`config.mk`:
```
export PLATFORM = sky130hd
export DESIGN_NAME = sacl_ctrl
export DESIGN_NICKNAME = d
export VERILOG_FILES = /design/src/sacl_pkg.sv /design/src/sacl_ctrl.sv
export SDC_FILE = /design/constraint.sdc
export NUM_CORES = 1
export LEC_CHECK = 0
export ABC_AREA = 1
export BUFFER_PORTS_ARGS = -buffer_cell sky130_fd_sc_hd__buf_2
export CORE_AREA = 10 10 47 49
export DETAILED_ROUTE_END_ITERATION = 7
export DIE_AREA = 0 0 57 59
export SYNTH_ARGS = -nofsm -noshare
export SYNTH_HDL_FRONTEND = slang
export SYNTH_SLANG_ARGS = --single-unit
export TNS_END_PERCENT = 30
```
`constraint.sdc`:
```
create_clock -name clk -period 1.12 [get_ports clk]
set_input_delay 0.224 -clock clk [delete_from_list [all_inputs] [get_ports clk]]
set_output_delay 0.224 -clock clk [all_outputs]
set_load 0.02 [all_outputs]
```
`src/sacl_pkg.sv`:
```
package sacl_pkg;

  localparam int ADDR_W = 24;
  localparam int CNT_W  = 32;

  typedef enum logic [1:0] {
    OUT_HIT   = 2'd0,
    OUT_COLD  = 2'd1,
    OUT_CLEAN = 2'd2,
    OUT_DIRTY = 2'd3
  } outcome_t;

  typedef struct packed {
    logic [ADDR_W-1:0] address;
    logic              write_op;
  } sacl_in_t;

  typedef struct packed {
    outcome_t          outcome;
    logic [1:0]        way_used;
    logic [CNT_W-1:0]  hit_total;
    logic [CNT_W-1:0]  replace_miss_total;
    logic [CNT_W-1:0]  compulsory_total;
    logic [CNT_W-1:0]  dirty_replace_total;
  } sacl_out_t;

  typedef enum logic [1:0] {
    ST_CLEAR  = 2'd0,
    ST_IDLE   = 2'd1,
    ST_UPDATE = 2'd2
  } state_t;

  typedef struct packed {
    logic capture;
    logic clear_wr;
    logic commit;
  } sacl_cmd_t;

  typedef struct packed {
    logic clear_last;
  } sacl_sts_t;

endpackage

```
`src/sacl_ctrl.sv`:
```
module sacl_ctrl import sacl_pkg::*; (
  input  logic      clk,
  input  logic      rst,
  input  logic      in_valid,
  output logic      in_ready,
  output logic      out_valid,
  input  logic      out_ready,
  input  sacl_sts_t sts,
  output sacl_cmd_t cmd
);

  state_t state, state_next;
  logic   out_valid_next;

  always_ff @(posedge clk) begin
    if (rst) begin
      state     <= ST_CLEAR;
      out_valid <= 1'b0;
    end else begin
      state     <= state_next;
      out_valid <= out_valid_next;
    end
  end

  always_comb begin
    state_next = state;
    cmd        = '0;
    in_ready   = 1'b0;
    case (state)
      ST_CLEAR: begin
        cmd.clear_wr = 1'b1;
        if (sts.clear_last) begin
          state_next = ST_IDLE;
        end
      end
      ST_IDLE: begin
        in_ready = 1'b1;
        if (in_valid) begin
          cmd.capture = 1'b1;
          state_next  = ST_UPDATE;
        end
      end
      ST_UPDATE: begin
        // result slot must be free or draining this cycle
        if (!out_valid || out_ready) begin
          cmd.commit = 1'b1;
          state_next = ST_IDLE;
        end
      end
      default: begin
        state_next = ST_CLEAR;
      end
    endcase

    if (cmd.commit) begin
      out_valid_next = 1'b1;
    end else if (out_ready) begin
      out_valid_next = 1'b0;
    end else begin
      out_valid_next = out_valid;
    end
  end

endmodule

```
### Word-level counts from Yosys, hierarchy flattened

Cells that the tools add are included.

| storage, ports and cells | value |
|---|---|
| input port bits | 5 |
| register bits | 3 |
| word-level logic and storage cells | 24 |
| output and inout port bits | 5 |

| operators by class | value |
|---|---|
| eq/ne operators | 5 |
| multiplexer cells | 12 |
| reduce and logical (&&, ||, !) cells | 5 |

Operators by type and width:

| operator | number |
|---|---|
| 2-to-1 mux 1 bit | 8 |
| 2-to-1 mux 2 bit | 3 |
| != test 2 bit (second input constant) | 3 |
| case mux 2 bit (3 select lines) | 1 |
| AND reduction 3 bit | 1 |
| equality test 2 x 1 -> 1 bit (second input constant) | 1 |
| equality test 2 bit (second input constant) | 1 |
| logical NOT 2 bit | 1 |
| nonzero test 2 bit | 1 |
| logical NOT 1 bit | 1 |
| logical OR 1 bit | 1 |

### Logic depth before layout (Yosys ltp)

| logic depth | value |
|---|---|
| word-level depth | 5 |
| mapped depth | 5 |
| gate-level depth less buffers | 5 |

### Worst setup path after synthesis

No wires, ideal clock.

| timing path | value |
|---|---|
| kind | reg2out |
| from | register out_valid |
| to | output cmd[0] (netlist bit) |
| data required time | 896 ps |
| stages on the path, launching flop included | 5 |
| arrival time | 855 ps |
| slack | 41 ps |
| cells stage by stage | dfxtp_1 inv_1 nor2_1 nor3_1 buf_4 |

RTL lines:

| what | line | source |
|---|---|---|
| start: declaration | sacl_ctrl.sv:6 | `output logic out_valid,` |
| start signal: assignment | sacl_ctrl.sv:21 | `out_valid <= out_valid_next;` |
| end: declaration | sacl_ctrl.sv:9 | `output sacl_cmd_t cmd` |

==> metrics.cfg <==
[run_status]
run_status=complete, but fails checks
violations=negative setup slack

[grt]
grt_max_degree=7
antenna_found_initial=0
grt_pass1_wl_um=690
grt_pass1_vias=179
grt_usage_pct=3.16
grt-ovfl-total=0

[clock_network]
htreeDepth=1
clk_pin_slew_worst_paths_ns=0.03
clk_latency_ns=0.23
cts_buffers=3
cts_root_buffer=clkbuf_4
cts.sinks=3
cts_tree=yes
clock_path_buffers=2

[die]
row_count=14
fp.dieH_um=59
core_area_mm2=0.00140
ios=10
start_util_pct=11.6
die_x_um=57
dieArea_mm2=0.00336

[synth]
yosysUniqueCellTypes=13
yosys_warnings=0
synth_area_um2=163
syn_area_per_cell_um2=6.78
synth_fp_nets=29
syn-instance-count=24
ys_ff_latch=3
synth_seq_area_share_pct=36.9

[setup_path]
required_ns=0.90
cp_max_fo=4
critPathLaunch=state[1]$_SDFFE_PP0P_
worstSetupStartpointType=flip-flop
crit_slowest_cell=dfxtp_2
cpPeakStageDelay_ns=0.33
crit_path_end_kind=output pin
r2r-start=state[1]$_SDFFE_PP0P_
critPathKind=flip-flop to output pin
cp_cell_sequence=inv_2, nor3_2, buf_4
cp_data_arrival_time_ns=0.93
r2r_slack_ns=0.23

[pwr]
leakage_nw=0.153
ir_worst_vdd_v=0.000238
power_density_mw_per_mm2=1280

[place]
placed_cells=49
hpwl_um=362
io_buffers=9
post_dp_cell_area_um2=228
routabilityCongestion=0.666

[job]
drv_cap=0

[layout]
final_util_pct=21.3
nNetsFinal=44
final_cell_mix=buf_2, nand2_1, buf_4
multi_input_area_um2=85.1
layout.cells.non_filler=54
antenna_cells=0
area_growth_pct=83.1
seqCellArea_um2=66.3
drive_gt1_share_pct=71.1
final_area_um2=298
final_common_cell=buf_2
fillers=166

[detailed_routing]
via_per_inst=3.37
drc=0
ant_nets=0
wl_um=419
drt_iter0_drc=0
wl_per_cell_um=7.76
firstDrtPassIters=1
num_vias=182

[timing]
tightest_slew_ns=0.135
hold_violations=0
fin_crit_ns=1.15
relSlewSlack_pct=90.9
drv_slew=0
post-route-period-util_pct=103
worst_slack_ns=-0.0316
rsz0062_at_grt=true
finClkSkew_ns=0.0000418
fmax_mhz=868
whs_ns=0.158
finalSetupTns_ns=-0.0316
final-setup-viol-count=1

[worst_hold_path]
min-delay-path-class=input pin to flip-flop
min_from=rst

## cell families after synthesis
kind of cell	Yosys count	share of synthesized area, %
and+or+nand+nor	11	31.5
buffers and inverters	7	18.5
DFF	3	36.9
AOI/OAI and AO/OA	3	13.1
## synth_stat cells (all sizes together)
library cell | count | area (µm²)
nor2 | 4 | 20.0
nand3 | 1 | 5.00
a21oi | 1 | 8.76
inv | 6 | 22.5
buf | 1 | 7.51
o21a | 1 | 7.51
nand2 | 5 | 21.3
o21ai | 1 | 5.00
dfxtp | 3 | 60.1
nor3 | 1 | 5.00
## worst max-delay path, delay by kind of cell (launching register included)
family | cells | cell delay, ns
buf+inv | 2 | 0.22
simple gates | 1 | 0.16
flops | 1 | 0.33
## where the power goes
group	switching, mW	internal [mW]
clock	0.0518	0.133
combinational	0.0401	0.0355
sequential	0.00767	0.114
## metal layers
| metal | GRT usage (%) | vias up | share of wire [%] |
|---|---|---|---|
| li1 | - | 99 | - |
| met1 | 1.79 | 77 | 31 |
| met2 | 3.72 | 6 | 50 |
| met3 | 4.72 | 0 | 19 |
| met4 | 4.03 | 0 | 0 |
| met5 | 0 | - | 0 |
## final cells by class
cell class | instances | share of cell area [%]
multi-input cells | 14 | 28.6
repair buffers | 11 | 26.1
flip-flops and latches | 3 | 22.3
clock buffers | 4 | 8.82
inverters | 6 | 7.56
well taps | 16 | 6.72
## metrics by stage
| stage | setup slack (ns) | power [mW] |
|---|---|---|
| CTS | -0.0477 | 0.389 |
| floorplan | 0.0410 | 0.160 |
| detailed placement | 0.115 | 0.183 |
| global placement | 0.124 | 0.182 |
| finish | -0.0316 | 0.382 |
| global route | -0.128 | 0.414 |
## repair_timing
item | in CTS | in global routing
hold buffers | 0 | 0
setup endpoints to repair | 4 | 4
gates cloned | 0 | 0
pin swaps | 1 | 1
gates resized for setup | 13 | 2
buffers inserted | 1 | 0
## flip-flops by register name (all words and copies together) (netlist names)
register	count
out_valid	1
state	2
## final timing paths
kind | to | depth (start not counted)
worst min-delay path | state[1]$_SDFFE_PP0P_ | 2
worst max-delay path | cmd[0] | 3
worst min register to register | state[1]$_SDFFE_PP0P_ | 2
worst max register to register | state[0]$_SDFFE_PP0P_ | 6
(Power assumes the default switching activity.)
